**src/design/nsp_pkg.sv**
```systemverilog
// Shared types and constants for the sounder sentence parser.
// Used by the classifier, the token queue, the parse engine and the top level.
`timescale 1ns / 1ps
`default_nettype none

package nsp_pkg;

  // Character codes
  localparam logic [7:0] CH_DOLLAR = 8'h24;
  localparam logic [7:0] CH_LF     = 8'h0A;
  localparam logic [7:0] CH_CR     = 8'h0D;
  localparam logic [7:0] CH_COMMA  = 8'h2C;
  localparam logic [7:0] CH_PLUS   = 8'h2B;
  localparam logic [7:0] CH_MINUS  = 8'h2D;
  localparam logic [7:0] CH_POINT  = 8'h2E;
  localparam logic [7:0] CH_ZERO   = 8'h30;
  localparam logic [7:0] CH_NINE   = 8'h39;

  typedef enum logic [2:0] {
    TK_DOLLAR,
    TK_EOL,
    TK_COMMA,
    TK_DIGIT,
    TK_PLUS,
    TK_MINUS,
    TK_POINT,
    TK_OTHER
  } tok_kind_t;

  typedef struct packed {
    tok_kind_t  kind;
    logic [7:0] ch;
  } token_t;

  typedef struct packed {
    logic   valid;
    token_t tok;
  } queue_head_t;

  // Sentence identifiers and kinds
  localparam int NUM_IDS = 5;
  localparam int ID_LEN  = 5;
  localparam int KIND_W  = 3;

  localparam logic [KIND_W-1:0] KIND_DBT = 3'd0;
  localparam logic [KIND_W-1:0] KIND_DPT = 3'd1;
  localparam logic [KIND_W-1:0] KIND_MTW = 3'd2;
  localparam logic [KIND_W-1:0] KIND_ZDA = 3'd3;
  localparam logic [KIND_W-1:0] KIND_XDR = 3'd4;

  localparam logic [0:NUM_IDS-1][0:ID_LEN-1][7:0] ID_TEXT =
    {"GPDBT", "GPDPT", "GPMTW", "GPZDA", "YXXDR"};

  localparam int NUM_VALUES = 5;
  localparam int VALUE_W    = 32;

  // Bit s set: field s+1 is reported for that kind
  localparam logic [0:NUM_IDS-1][NUM_VALUES-1:0] USED_FIELDS =
    {5'h05, 5'h07, 5'h01, 5'h1F, 5'h00};

  localparam int FIELD_IDX_W = 3;
  localparam logic [FIELD_IDX_W-1:0] FIELD_LAST = 3'd6;
  localparam logic [FIELD_IDX_W-1:0] FIELD_PAST = 3'd7;

  typedef struct packed {
    logic [KIND_W-1:0]                   kind;
    logic [NUM_VALUES-1:0][VALUE_W-1:0]  value;
    logic                                saturated;
  } result_t;

  // Token queue, depth a power of two
  localparam int QDEPTH = 4;
  localparam int QPTR_W = 2;
  localparam int QCNT_W = 3;

  function automatic logic [19:0] pow10(input logic [2:0] e);
    logic [19:0] p;
    case (e)
      3'd0:    p = 20'd1;
      3'd1:    p = 20'd10;
      3'd2:    p = 20'd100;
      3'd3:    p = 20'd1000;
      3'd4:    p = 20'd10000;
      3'd5:    p = 20'd100000;
      default: p = 20'd1000000;
    endcase
    return p;
  endfunction

endpackage

`default_nettype wire

```
**src/design/nsp_classifier.sv**
```systemverilog
// Front end: sorts each received byte into a token class.
// Depends on nsp_pkg for the character codes and token type.
`timescale 1ns / 1ps
`default_nettype none

module nsp_classifier import nsp_pkg::*; (
  input  logic [7:0] rx_byte,
  output token_t     tok
);

  always_comb begin
    tok.ch = rx_byte;
    if (rx_byte == CH_DOLLAR) begin
      tok.kind = TK_DOLLAR;
    end else if (rx_byte == CH_CR || rx_byte == CH_LF) begin
      tok.kind = TK_EOL;
    end else if (rx_byte == CH_COMMA) begin
      tok.kind = TK_COMMA;
    end else if (rx_byte >= CH_ZERO && rx_byte <= CH_NINE) begin
      tok.kind = TK_DIGIT;
    end else if (rx_byte == CH_PLUS) begin
      tok.kind = TK_PLUS;
    end else if (rx_byte == CH_MINUS) begin
      tok.kind = TK_MINUS;
    end else if (rx_byte == CH_POINT) begin
      tok.kind = TK_POINT;
    end else begin
      tok.kind = TK_OTHER;
    end
  end

endmodule

`default_nettype wire

```
**src/design/nsp_queue.sv**
```systemverilog
// Short token queue between the classifier and the parse engine.
// Depends on nsp_pkg for the token type and queue depth.
`timescale 1ns / 1ps
`default_nettype none

module nsp_queue import nsp_pkg::*; (
  input  logic        clk,
  input  logic        rst_n,
  input  logic        push_valid,
  output logic        push_ready,
  input  token_t      push_tok,
  output queue_head_t head,
  input  logic        pop
);

  token_t              mem_r [QDEPTH];
  logic [QPTR_W-1:0]   wr_ptr_r, wr_ptr_nxt;
  logic [QPTR_W-1:0]   rd_ptr_r, rd_ptr_nxt;
  logic [QCNT_W-1:0]   cnt_r, cnt_nxt;
  logic                push;

  assign push_ready = (cnt_r != QCNT_W'(QDEPTH));
  assign push       = push_valid && push_ready;
  assign head.valid = (cnt_r != '0);
  assign head.tok   = mem_r[rd_ptr_r];

  always_comb begin
    wr_ptr_nxt = push ? QPTR_W'(wr_ptr_r + 1'b1) : wr_ptr_r;
    rd_ptr_nxt = pop  ? QPTR_W'(rd_ptr_r + 1'b1) : rd_ptr_r;
    cnt_nxt    = QCNT_W'(cnt_r + {{(QCNT_W-1){1'b0}}, push} - {{(QCNT_W-1){1'b0}}, pop});
  end

  always_ff @(posedge clk) begin
    if (!rst_n) begin
      wr_ptr_r <= '0;
      rd_ptr_r <= '0;
      cnt_r    <= '0;
    end else begin
      wr_ptr_r <= wr_ptr_nxt;
      rd_ptr_r <= rd_ptr_nxt;
      cnt_r    <= cnt_nxt;
    end
  end

  always_ff @(posedge clk) begin
    if (push) begin
      mem_r[wr_ptr_r] <= push_tok;
    end
  end

endmodule

`default_nettype wire

```
**src/design/nsp_engine.sv**
```systemverilog
// Back end: sentence state machine, fixed-point field conversion and result register.
// Depends on nsp_pkg for tokens, identifier table and result type.
`timescale 1ns / 1ps
`default_nettype none

module nsp_engine import nsp_pkg::*; #(
  parameter int MAX_SENTENCE_LEN = 128,
  parameter int FRACTION_DIGITS  = 3
) (
  input  logic        clk,
  input  logic        rst_n,
  input  queue_head_t head,
  output logic        pop,
  output logic        out_valid,
  input  logic        out_ready,
  output result_t     out_res
);

  localparam int POS_W = $clog2(MAX_SENTENCE_LEN + 1);
  localparam int FDS_W = $clog2(FRACTION_DIGITS + 2);

  typedef enum logic [1:0] {
    PH_HUNT,
    PH_ID,
    PH_FIELDS
  } phase_t;

  phase_t                  phase_r, phase_nxt;
  logic [NUM_IDS-1:0]      mask_r, mask_nxt;
  logic [POS_W-1:0]        pos_r, pos_nxt;
  logic [FIELD_IDX_W-1:0]  fidx_r, fidx_nxt;
  logic [31:0]             acc_r, acc_nxt;
  logic [FDS_W-1:0]        fds_r, fds_nxt;
  logic                    sign_r, sign_nxt;
  logic                    point_r, point_nxt;
  logic                    started_r, started_nxt;
  logic                    stopped_r, stopped_nxt;
  logic [VALUE_W-1:0]      field_r [NUM_VALUES];
  logic [VALUE_W-1:0]      field_nxt [NUM_VALUES];
  logic                    sat_r, sat_nxt;
  logic                    out_valid_r, out_valid_nxt;
  result_t                 res_r, res_nxt;

  logic                    kind_ok;
  logic [KIND_W-1:0]       kind_idx;
  logic                    emit_want;
  logic                    do_finish;
  logic [FIELD_IDX_W-1:0]  fin_slot;
  logic                    fin_wr;
  logic [2:0]              fin_exp;
  logic [51:0]             fin_mag;
  logic [VALUE_W-1:0]      fin_val;
  logic                    fin_sat;
  logic                    fin_sat_used;
  logic [35:0]             acc_push;
  logic [VALUE_W-1:0]      fv [NUM_VALUES];

  assign out_valid = out_valid_r;
  assign out_res   = res_r;

  // Lowest matching identifier; at most one bit survives the id characters
  always_comb begin
    kind_ok  = (mask_r != '0);
    kind_idx = KIND_XDR;
    for (int k = NUM_IDS - 1; k >= 0; k--) begin
      if (mask_r[k]) begin
        kind_idx = KIND_W'(k);
      end
    end
  end

  // Scale the field in hand to fixed point and clamp
  always_comb begin
    fin_slot = FIELD_IDX_W'(fidx_r - 1'b1);
    fin_wr   = (fidx_r != '0) && (fidx_r <= FIELD_IDX_W'(NUM_VALUES));
    fin_exp  = 3'(3'(FRACTION_DIGITS) - 3'(fds_r));
    fin_mag  = 52'(acc_r) * 52'(pow10(fin_exp));
    if (sign_r) begin
      fin_sat = (fin_mag > 52'h0_0000_8000_0000);
      fin_val = fin_sat ? 32'h8000_0000 : 32'(32'd0 - fin_mag[31:0]);
    end else begin
      fin_sat = (fin_mag > 52'h0_0000_7FFF_FFFF);
      fin_val = fin_sat ? 32'h7FFF_FFFF : fin_mag[31:0];
    end
    fin_sat_used = fin_sat && fin_wr && kind_ok && USED_FIELDS[kind_idx][fin_slot];
  end

  // acc * 10 + digit, clamped at all ones
  always_comb begin
    acc_push = {acc_r, 3'b000} + {3'b000, acc_r, 1'b0} + 36'(head.tok.ch - CH_ZERO);
  end

  always_comb begin
    for (int s = 0; s < NUM_VALUES; s++) begin
      fv[s] = (fin_wr && fin_slot == FIELD_IDX_W'(s)) ? fin_val : field_r[s];
      if (!USED_FIELDS[kind_idx][s]) begin
        fv[s] = '0;
      end
    end
  end

  always_comb begin
    phase_nxt     = phase_r;
    mask_nxt      = mask_r;
    pos_nxt       = pos_r;
    fidx_nxt      = fidx_r;
    acc_nxt       = acc_r;
    fds_nxt       = fds_r;
    sign_nxt      = sign_r;
    point_nxt     = point_r;
    started_nxt   = started_r;
    stopped_nxt   = stopped_r;
    sat_nxt       = sat_r;
    out_valid_nxt = out_valid_r;
    res_nxt       = res_r;
    do_finish     = 1'b0;
    for (int s = 0; s < NUM_VALUES; s++) begin
      field_nxt[s] = field_r[s];
    end

    emit_want = head.valid && (head.tok.kind == TK_EOL) && (phase_r == PH_FIELDS) && kind_ok;
    // Hold only a terminator that has nowhere to put its result
    pop = head.valid && (!emit_want || !out_valid_r || out_ready);

    if (pop) begin
      case (phase_r)
        PH_HUNT: begin
          if (head.tok.kind == TK_DOLLAR) begin
            phase_nxt   = PH_ID;
            mask_nxt    = '1;
            pos_nxt     = '0;
            fidx_nxt    = '0;
            acc_nxt     = '0;
            fds_nxt     = '0;
            sign_nxt    = 1'b0;
            point_nxt   = 1'b0;
            started_nxt = 1'b0;
            stopped_nxt = 1'b0;
            sat_nxt     = 1'b0;
            for (int s = 0; s < NUM_VALUES; s++) begin
              field_nxt[s] = '0;
            end
          end
        end
        PH_ID, PH_FIELDS: begin
          if (head.tok.kind == TK_EOL) begin
            do_finish = (phase_r == PH_FIELDS);
            phase_nxt = PH_HUNT;
          end else if (pos_r >= POS_W'(MAX_SENTENCE_LEN)) begin
            // Over-length: drop the sentence
            phase_nxt = PH_HUNT;
          end else if (phase_r == PH_ID) begin
            for (int k = 0; k < NUM_IDS; k++) begin
              if (head.tok.ch != ID_TEXT[k][pos_r[2:0]]) begin
                mask_nxt[k] = 1'b0;
              end
            end
            pos_nxt = POS_W'(pos_r + 1'b1);
            if (pos_r == POS_W'(ID_LEN - 1)) begin
              phase_nxt   = PH_FIELDS;
              fidx_nxt    = '0;
              acc_nxt     = '0;
              fds_nxt     = '0;
              sign_nxt    = 1'b0;
              point_nxt   = 1'b0;
              started_nxt = 1'b0;
              stopped_nxt = 1'b0;
            end
          end else begin
            pos_nxt = POS_W'(pos_r + 1'b1);
            if (head.tok.kind == TK_COMMA) begin
              do_finish = 1'b1;
              if (fidx_r != FIELD_PAST) begin
                fidx_nxt = FIELD_IDX_W'(fidx_r + 1'b1);
              end
              acc_nxt     = '0;
              fds_nxt     = '0;
              sign_nxt    = 1'b0;
              point_nxt   = 1'b0;
              started_nxt = 1'b0;
              stopped_nxt = 1'b0;
            end else if (fidx_r != '0 && fidx_r <= FIELD_LAST && !stopped_r) begin
              case (head.tok.kind)
                TK_PLUS, TK_MINUS: begin
                  if (!started_r) begin
                    started_nxt = 1'b1;
                    sign_nxt    = (head.tok.kind == TK_MINUS);
                  end else begin
                    stopped_nxt = 1'b1;
                  end
                end
                TK_DIGIT: begin
                  started_nxt = 1'b1;
                  if (!point_r || fds_r < FDS_W'(FRACTION_DIGITS)) begin
                    acc_nxt = (acc_push[35:32] != '0) ? '1 : acc_push[31:0];
                  end
                  if (point_r && fds_r < FDS_W'(FRACTION_DIGITS)) begin
                    fds_nxt = FDS_W'(fds_r + 1'b1);
                  end
                end
                TK_POINT: begin
                  if (!point_r) begin
                    point_nxt   = 1'b1;
                    started_nxt = 1'b1;
                  end else begin
                    stopped_nxt = 1'b1;
                  end
                end
                default: begin
                  stopped_nxt = 1'b1;
                end
              endcase
            end
          end
        end
        default: begin
          phase_nxt = PH_HUNT;
        end
      endcase
    end

    if (do_finish) begin
      for (int s = 0; s < NUM_VALUES; s++) begin
        if (fin_wr && fin_slot == FIELD_IDX_W'(s)) begin
          field_nxt[s] = fin_val;
        end
      end
      if (fin_sat_used) begin
        sat_nxt = 1'b1;
      end
    end

    if (out_valid_r && out_ready) begin
      out_valid_nxt = 1'b0;
    end
    if (pop && emit_want) begin
      out_valid_nxt     = 1'b1;
      res_nxt.kind      = kind_idx;
      res_nxt.saturated = sat_r || fin_sat_used;
      for (int s = 0; s < NUM_VALUES; s++) begin
        res_nxt.value[s] = fv[s];
      end
      // Depth below transducer reports feet and metres only
      if (kind_idx == KIND_DBT) begin
        res_nxt.value[1] = fv[2];
        res_nxt.value[2] = '0;
      end
    end
  end

  always_ff @(posedge clk) begin
    if (!rst_n) begin
      phase_r     <= PH_HUNT;
      out_valid_r <= 1'b0;
    end else begin
      phase_r     <= phase_nxt;
      out_valid_r <= out_valid_nxt;
    end
    mask_r    <= mask_nxt;
    pos_r     <= pos_nxt;
    fidx_r    <= fidx_nxt;
    acc_r     <= acc_nxt;
    fds_r     <= fds_nxt;
    sign_r    <= sign_nxt;
    point_r   <= point_nxt;
    started_r <= started_nxt;
    stopped_r <= stopped_nxt;
    sat_r     <= sat_nxt;
    res_r     <= res_nxt;
    for (int s = 0; s < NUM_VALUES; s++) begin
      field_r[s] <= field_nxt[s];
    end
  end

endmodule

`default_nettype wire

```
**src/design/nmea_sounder_sentence_parser_top.sv**
```systemverilog
// Top level of the sounder sentence parser: classifier, token queue and parse engine.
// Depends on nsp_pkg, nsp_classifier, nsp_queue and nsp_engine.
`timescale 1ns / 1ps
`default_nettype none

// Takes one received character per beat and sustains one beat per clock unless
// the engine holds a terminator. Each character is classified on entry and
// written to a four-entry token queue; the parse engine retires one token per
// cycle while it is not holding a terminator, so a result lands in the output
// register at the same edge at which its CR or LF leaves the queue. The
// engine holds a terminator only while the previous result is still waiting
// in the output register, and the queue keeps accepting input until it fills.
// Values come out scaled by 10^FRACTION_DIGITS; sentences longer than
// MAX_SENTENCE_LEN characters after the dollar sign are dropped. No clearing
// pass after reset.
module nmea_sounder_sentence_parser_top import nsp_pkg::*; #(
  parameter int MAX_SENTENCE_LEN = 128,
  parameter int FRACTION_DIGITS  = 3
) (
  input  logic                clk,
  input  logic                rst_n,
  input  logic                in_valid,
  output logic                in_ready,
  input  logic [7:0]          in_rx_byte,
  output logic                out_valid,
  input  logic                out_ready,
  output logic [KIND_W-1:0]   out_sentence_kind,
  output logic signed [31:0]  out_value_a,
  output logic signed [31:0]  out_value_b,
  output logic signed [31:0]  out_value_c,
  output logic signed [31:0]  out_value_d,
  output logic signed [31:0]  out_value_e,
  output logic                out_value_saturated
);

  token_t      in_tok;
  queue_head_t head;
  logic        pop;
  result_t     res;

  nsp_classifier u_classifier (
    .rx_byte (in_rx_byte),
    .tok     (in_tok)
  );

  nsp_queue u_queue (
    .clk        (clk),
    .rst_n      (rst_n),
    .push_valid (in_valid),
    .push_ready (in_ready),
    .push_tok   (in_tok),
    .head       (head),
    .pop        (pop)
  );

  nsp_engine #(
    .MAX_SENTENCE_LEN (MAX_SENTENCE_LEN),
    .FRACTION_DIGITS  (FRACTION_DIGITS)
  ) u_engine (
    .clk       (clk),
    .rst_n     (rst_n),
    .head      (head),
    .pop       (pop),
    .out_valid (out_valid),
    .out_ready (out_ready),
    .out_res   (res)
  );

  assign out_sentence_kind   = res.kind;
  assign out_value_a         = res.value[0];
  assign out_value_b         = res.value[1];
  assign out_value_c         = res.value[2];
  assign out_value_d         = res.value[3];
  assign out_value_e         = res.value[4];
  assign out_value_saturated = res.saturated;

  // An accepted beat is in the queue at the next edge
  a_push_lands: assert property (@(posedge clk) disable iff (!rst_n)
    in_valid && in_ready |=> head.valid)
    else $error("accepted beat missing from token queue");

  // A new result only follows a terminator leaving the queue
  a_result_cause: assert property (@(posedge clk) disable iff (!rst_n)
    $rose(out_valid) |-> $past(pop && head.tok.kind == TK_EOL))
    else $error("result raised without a terminator");

  // The engine never takes a token from an empty queue
  a_pop_valid: assert property (@(posedge clk) disable iff (!rst_n)
    pop |-> head.valid)
    else $error("pop from empty token queue");

  a_kind_range: assert property (@(posedge clk) disable iff (!rst_n)
    out_valid |-> out_sentence_kind <= KIND_XDR)
    else $error("sentence kind out of range");

endmodule

`default_nettype wire
```
**config.mk**
```make
export PLATFORM = sky130hd
export DESIGN_NAME = nmea_sounder_sentence_parser_top
export DESIGN_NICKNAME = d
export VERILOG_FILES = /design/src/design/nsp_pkg.sv /design/src/design/nsp_classifier.sv /design/src/design/nsp_queue.sv /design/src/design/nsp_engine.sv /design/src/design/nmea_sounder_sentence_parser_top.sv
export SDC_FILE = /design/constraint.sdc
export NUM_CORES = 2
export LEC_CHECK = 0
export ABC_AREA = 1
export BUFFER_PORTS_ARGS = -buffer_cell sky130_fd_sc_hd__buf_2
export CAP_MARGIN = 20
export CORE_AREA = 2 2 289 291
export DETAILED_ROUTE_END_ITERATION = 16
export DIE_AREA = 0 0 291 293
export PLACE_DENSITY = 0.67
export SLEW_MARGIN = 20
export SYNTH_ARGS = -nofsm -noshare
export SYNTH_HDL_FRONTEND = slang
export SYNTH_SLANG_ARGS = --single-unit
```
**constraint.sdc**
```tcl
create_clock -name clk -period 10.5 [get_ports clk]
set_input_delay 0 -clock clk [delete_from_list [all_inputs] [get_ports clk]]
set_output_delay 0 -clock clk [all_outputs]
set_load 0.01 [all_outputs]
```
=== Yosys cells after proc, flatten, opt, wreduce, memory -nomap -nowiden ===
Memory sizes are Yosys's and may differ from the RTL's. A register that Yosys moved wholly into a read port is not among the register bits.
Cells that the tools add are included.

* $add $sub $neg: 13
* Multiply operators: 1
* Magnitude comparators: 11
* Equality and inequality tests: 58
* Muxes and demuxes: 145
* Bitwise gates (word level): 2
* Reductions and logical operators: 57

{| class="wikitable"
|+ Operator list
! operator !! number
|-
| 32-bit two-way mux || 26
|-
| 160-bit two-way mux || 4
|-
| 20-bit case mux with 6 select lines || 1
|-
| 8-bit two-way mux || 13
|-
| 3-bit two-way mux || 24
|-
| 32-bit case mux with 2 select lines || 1
|-
| 52-bit by 31-bit greater-than comparator with 1-bit output (second input constant) || 1
|-
| 52-bit by 32-bit greater-than comparator with 1-bit output (second input constant) || 1
|-
| 32-bit by 20-bit multiplier with 52-bit output || 1
|-
| 1-bit two-way mux || 51
|-
| 8-bit by 6-bit == test with 1-bit output (second input constant) || 5
|-
| 8-bit != test || 5
|-
| 35-bit by 33-bit adder with 36-bit output || 1
|-
| 36-bit adder || 1
|-
| 9-bit AND reduction || 4
|-
| 7-bit AND reduction || 5
|-
| 1-bit by 32-bit subtractor with 32-bit output (first input constant) || 1
|-
| 5-bit two-way mux || 6
|-
| 4-bit by 1-bit != test with 1-bit output (second input constant) || 6
|-
| 1-bit logical AND || 20
|-
| 3-bit by 2-bit == test with 1-bit output (second input constant) || 6
|-
| 3-bit == test (second input constant) || 6
|-
| 8-bit by 4-bit == test with 1-bit output (second input constant) || 2
|-
| 8-bit case mux with 2 select lines || 1
|-
| 49 further kinds || 95
|}

* Register bits: 230
* Memory bits (writable): 204
* Bits in read-only memories: 360
* Input bits: 12
* Output and inout port bits: 166
* Logic and storage cells: 321
* Memories kept: 8

{| class="wikitable"
|+ Memories
! name !! depth !! width !! rd ports !! clocked after Yosys merged registers in !! wr ports !! line !! RTL
|-
| u_engine.field_r || 5 || 32 || 5 || 0 || 5 || nsp_engine.sv:38 || <nowiki>logic [VALUE_W-1:0] field_r [NUM_VALUES];</nowiki>
|-
| (name not given) || 8 || 8 || 1 || 0 || 0 || nsp_engine.sv:154 || <nowiki>if (head.tok.ch != ID_TEXT[k][pos_r[2:0]]) begin</nowiki>
|-
| (name not given) || 8 || 8 || 1 || 0 || 0 || nsp_engine.sv:154 ||
|-
| (name not given) || 8 || 8 || 1 || 0 || 0 || nsp_engine.sv:154 ||
|-
| (name not given) || 8 || 8 || 1 || 0 || 0 || nsp_engine.sv:154 ||
|-
| (name not given) || 8 || 8 || 1 || 0 || 0 || nsp_engine.sv:154 ||
|-
| 2 more memories || n/a || n/a || n/a || n/a || n/a || n/a ||
|}

=== Logic depth before layout (Yosys ltp) ===
* Depth in word-level cells: 13
* Gate-level depth with buffers: 48
* Mapped depth without buffers: 44

=== By module ===
A second synthesis with hierarchy kept.

* Cell total of the unflattened synthesis: 5532
* Area, all modules: 44017.2 µm²

{| class="wikitable"
|+ Modules (own cells, without submodules)
! module !! times used !! cells each !! area an instance (µm²) !! seq. area each (µm²)
|-
| nsp_engine || 1 || 5311 || 41675.0 || 9859.5
|-
| nsp_queue || 1 || 165 || 2082.0 || 1501.4
|-
| nsp_classifier || 1 || 56 || 260.2 || 0.0
|}

=== Least setup slack after synthesis ===
OpenSTA, ideal clock, no wires.

* Path kind: reg2reg
* Start point: register u_engine.fds_r[1]
* End point: register u_engine.res_r, in the netlist u_engine.out_res[122], data pin
* Setup time: 0.255 ns
* Arrival: 7.786 ns
* Required time: 10.245 ns
* Path slack: 2.459 ns
* Stages on the path, launching flop included: 46
* Path buffers: 3
* Clock period less this slack: 8.041 ns
* Path through: edfxtp_1 -> clkbuf_1 -> inv_1 -> clkbuf_1 -> ha_1 -> inv_1 -> nor2_1 -> nor2_1 -> inv_1 -> clkbuf_1 -> nand2_1 -> fa_1 -> inv_1 -> fa_1 -> inv_1 -> fa_1 -> inv_1 -> fa_1 -> [... 10 more ...] -> nand2_1 -> inv_2 -> a21oi_1 -> nand2_2 -> nand2_1 -> nand2_1 -> nor2_1 -> nand3_1 -> nor2_1 -> nand3_1 -> nor2_1 -> nand3_1 -> nand2_1 -> inv_1 -> nand2_1 -> nand2_1 -> o21ai_0 -> inv_1

* Word-level cells in the longest chain between the ends: 8
* Elaborated cells between the ends (all ways): 16
* Those cells by class: 2 x add/sub; 1 x mul; 2 x order compare; 5 x eq/ne; 5 x mux; 1 x reduce/logical

{| class="wikitable"
|+ Ends and longest elaborated chain
! what !! line !! RTL
|-
| from (decl) || nsp_engine.sv:33 || <nowiki>logic [FDS_W-1:0] fds_r, fds_nxt;</nowiki>
|-
| from (signal assigned) || nsp_engine.sv:263 || <nowiki>fds_r <= fds_nxt;</nowiki>
|-
| 2-bit by 3-bit subtractor with 3-bit output (*) || nsp_engine.sv:76 || <nowiki>fin_exp = 3'(3'(FRACTION_DIGITS) - 3'(fds_r));</nowiki>
|-
| 3-bit == test, or another cell as far along || nsp_pkg.sv:78 || <nowiki>case (e)</nowiki>
|-
| 20-bit case mux with 6 select lines (*) || nsp_pkg.sv:78 ||
|-
| 32-bit by 20-bit multiplier with 52-bit output (*) || nsp_engine.sv:77 || <nowiki>fin_mag = 52'(acc_r) * 52'(pow10(fin_exp));</nowiki>
|-
| 52-bit by 31-bit greater-than comparator with 1-bit output, or another cell as far along || nsp_engine.sv:82 || <nowiki>fin_sat = (fin_mag > 52'h0_0000_7FFF_FFFF);</nowiki>
|-
| 32-bit two-way mux (on tied branches) || nsp_engine.sv:83, nsp_engine.sv:80 ||
|-
| 32-bit two-way mux (*) || nsp_engine.sv:78 || <nowiki>if (sign_r) begin</nowiki>
|-
| 32-bit two-way mux (*) || nsp_engine.sv:95 || <nowiki>fv[s] = (fin_wr && fin_slot == FIELD_IDX_W'(s)) ? fin_val : field_r[s];</nowiki>
|-
| to (signal assigned) || nsp_engine.sv:269 || <nowiki>res_r <= res_nxt;</nowiki>
|-
| to (decl) || nsp_engine.sv:42 || <nowiki>result_t res_r, res_nxt;</nowiki>
|}

Mark *: on every way between the ends. The rest lies on a longest branch, timed or not.
A chain may end at the register's enable or synchronous reset.

=== Final worst setup path ===
* Start point: register u_engine.fds_r[1]
* End point: register u_engine.res_r, in the netlist u_engine.out_res[101], data pin

The elaborated chain is that of the path after synthesis.

==> results by group <==
Hold path
  • Hold path cells: 2
  • Worst Hold Launch: in_rx_byte[6]
  • Hold Crit Class: input port to flip-flop
  • Hold Path End: u_queue.mem_r[2][6]$_DFFE_PP_

STA
  • Max Freq: ~100 MHz
  • Worst-Margin Slew: ~1.1 ns
  • Setup TNS Final: 0 ns
  • Fin crit period: between 9 and 10 ns
  • Tcrit/Tclk final: between 90% and 100%
  • Final setup violation count: 0
  • RSZ-0062 raised after global routing: false
  • Final hold vios: 0
  • Slew headroom: a little over a quarter
  • Hold slack: 0.129 ns
  • Final Max Slew Viols: 0
  • Worst clock skew: 0.0531 ns

Clock network
  • CTS tree: yes
  • Clk sinks: between 400 and 500
  • Clock Latency Late Sink: approximately 0.64 ns
  • Root Buffer: clkbuf_16
  • Max H-tree Level: 2
  • Resized cells post-CTS: 0
  • Hold Buf Count CTS: 11
  • Clock slew at reported path FFs: roughly 0.06 ns
  • Num CTS Buffers: 49
  • Post-CTS Setup Inserts: 0
  • Clock Path Buffers: 3

Critical path
  • FF-to-FF Start: u_engine.fds_r[1]$_SDFFCE_PN0P_
  • Crit-path max cell delay: 0.63 ns
  • Reg-to-reg slack, setup: between 0.9 and 1 ns
  • Critical Path AT: slightly below 10 ns
  • Reg2Reg Depth: 38
  • Max FO, Critical Path: 31
  • R2R Path End: u_engine.out_res[101]$_SDFFCE_PN0P_
  • Cell repeated most along the worst path: nand2_1
  • CP startpoint kind: flip-flop
  • CP max stage cell: o21ai_0
  • Worst setup path class: flip-flop to flip-flop
  • Setup crit end kind: flip-flop
  • Req. time, crit path: around 11 ns

Route
  • Routed WL: approximately 140,000 um
  • WL per Instance: ~20 um
  • Detailed Routing Iterations Pass 1: 8
  • Initial drt markers: ~3,500
  • Post-route ant nets: 0
  • Vias per cell: between 5 and 6
  • Via count: roughly 37,000
  • Drc violations: 0

Logic synthesis
  • Synth Instances: between 5,000 and 6,000
  • Syn_nets: around 6,300
  • Async SR Flop Fraction: 0%
  • Post-synth top flop: edfxtp_1
  • Ys Warns: 0
  • Post-synth EDFFs: 263
  • Ranking of synthesized cells by area: fa_1 (23%), edfxtp_1 (18%), inv_1 (10%), nand2_1 (8.4%), dfxtp_1 (7.9%)
  • Yosys top cell by area: fa_1
  • Synth top area share: 22.6%
  • Sequential cell area fraction in the yosys report: between 20% and 30%
  • Synth unique cells: 65
  • #FFs+latches synth: 436
  • Syn_area_per_cell: between 7 and 8 um2
  • Netlist Area Pre-Place: about 44,000 um2

Global routing
  • Pin count of the biggest net entering global routing: 95
  • Vias in the first global route: between 30,000 and 40,000
  • First-pass GRT wire length: around 210,000 um
  • Initial antenna violation count: 3
  • Global Route Usage Sum: around a third
  • GRT overflow: 0

Cells and area
  • Area growth syn-to-layout: 8.87%
  • Layout fillers: roughly 7,600
  • Antenna cells: 0
  • Nets: 6,409
  • Layout cells sized above 1: between 9 and 10%

Die
  • Die area: around 85,000 um2
  • Width of the die: around 290 um
  • Die Y: between 200 and 300 um
  • Rows: between 100 and 150
  • Initial Util: a little over half
  • Core area: approximately 82,000 um2
  • Io pins: roughly 180

Flow run
  • Max_cap viols: 0

Placed design
  • HPWL Detailed: roughly 110,000 um
  • Number of port buffers: approximately 180
  • GPL Wtd Cong: 1.00

Outcome
  • Status: finished clean
-- how the worst max path moves through the flow --
stage                                    start                                   to
3_5_place_dp   u_engine.fds_r[1]$_SDFFCE_PN0P_   u_engine.out_res[94]$_SDFFCE_PP0P_
4_1_cts        u_engine.fds_r[1]$_SDFFCE_PN0P_  u_engine.out_res[101]$_SDFFCE_PN0P_
5_1_grt        u_engine.fds_r[1]$_SDFFCE_PN0P_  u_engine.out_res[101]$_SDFFCE_PN0P_
2_1_floorplan  u_engine.fds_r[1]$_SDFFCE_PN0P_  u_engine.out_res[122]$_SDFFCE_PN0P_
6_report       u_engine.fds_r[1]$_SDFFCE_PN0P_  u_engine.out_res[101]$_SDFFCE_PN0P_
3_3_place_gp   u_engine.fds_r[1]$_SDFFCE_PN0P_   u_engine.out_res[94]$_SDFFCE_PP0P_
-- cells by family after synthesis --
| group | count (synthesis) | synth area share, % |
|---|---|---|
| simple gates | 2108 | 20.7 |
| xor+xnor | 59 | 1.19 |
| compound gates | 721 | 9.62 |
| fa+ha+maj | 764 | 30.3 |
| flops | 436 | 25.9 |
| buf+inv | 1416 | 12.4 |
-- sequential cells by signal, summed over array words and instances (netlist names), 2 cells and up, named ones only --
register and cells:
u_engine.mask_r 5, u_engine.pos_r 8, u_engine.fidx_r 3, u_queue.wr_ptr_r 2
u_engine.fds_r 3, u_engine.acc_r 32, u_engine.out_res 164, u_engine.field_r 160
u_queue.rd_ptr_r 2, u_queue.cnt_r 3, u_engine.phase_r 2, u_queue.mem_r 44
-- routing by layer --
metal  routed length [um]  share of wire, %  up-vias  global-route usage, %
met5                   27             0.020        -                      0
met4                 4570               3.3        4                   10.2
met3                12800               9.4      264                   6.63
met2                61600                45     1546                   52.0
met1                57800                42    18020                   44.7
li1                     -                 -    17398                      -
-- layout by cell type, fill, tap and decap left out, types with 29 or more instances in the layout --
master     Yosys  routed
inv_2         34      35
fa_1         495     495
nor3_1        38      37
clkbuf_16      0      49
o21bai_1      67      67
inv_1       1168    1164
o21a_1        43      43
o21ai_0      188     188
xor2_1        30      30
nand3_1      349     347
buf_4          1      75
dfxtp_1      173     173
clkinv_1      19      29
nor2_1       555     547
nand2_1      979     977
ha_1         269     269
o21ai_1       88      88
buf_2         28     177
edfxtp_1     263     263
nand4_1       72      72
o21ai_2       37      37
a21oi_1      228     227
nand2_2       35      36
-- critical path: cells and delay by family, from the launching register on --
kind / cells / cell delay, ns
buffers and inverters: 12 / 1.97
AO/OA/AOI/OAI: 3 / 1.12
AND/OR/NAND/NOR: 15 / 1.84
adder cells (fa/ha/maj): 8 / 3.82
flip-flops: 1 / 0.51
-- cells in the mapped netlist, types with 5 or more instances --
| library cell | n |
|---|---|
| nor2_1 | 555 |
| nand2_4 | 23 |
| buf_1 | 18 |
| a21oi_1 | 228 |
| inv_1 | 1168 |
| nand2_2 | 35 |
| buf_2 | 28 |
| nor4_1 | 12 |
| nand3_1 | 349 |
| a21boi_0 | 6 |
| ha_1 | 269 |
| o21bai_1 | 67 |
| clkinv_1 | 19 |
| o22ai_1 | 5 |
| nand3b_1 | 6 |
| o31ai_1 | 20 |
| inv_4 | 6 |
| nor2_4 | 8 |
| dfxtp_1 | 173 |
| edfxtp_1 | 263 |
| nor2_2 | 17 |
| o21a_1 | 43 |
| a31oi_1 | 8 |
| nand4_1 | 72 |
| o21ai_1 | 88 |
| nor3_1 | 38 |
| a21o_1 | 5 |
| nand2_1 | 979 |
| xor2_1 | 30 |
| fa_1 | 495 |
| o21ai_2 | 37 |
| o21ai_0 | 188 |
| xnor2_1 | 28 |
| clkbuf_1 | 135 |
| inv_2 | 34 |
-- final cells by class --
class,instances,area [um2],share of cell area [%]
inverter,1228,4630,9.69
clock inverter,28,338,0.707
tap,1070,1340,2.80
multi-input combinational,3652,27200,56.8
sequential,436,11400,23.8
timing repair buffer,266,1630,3.41
clock buffer,64,1320,2.77
-- metrics by stage --
stage,instance area (um2),utilization (%),setup WS (ns),std cells
detailed placement,46000,56.2,1.17,6640
floorplan,43900,-,2.46,5504
CTS,47700,58.3,1.11,6743
finish,47800,58.4,0.949,6744
global placement,46000,56.2,1.21,6640
global route,47800,58.4,0.510,6744
Power is not shown: default switching activity piles up to over one toggle a cycle in this logic, so the estimate is an artifact.
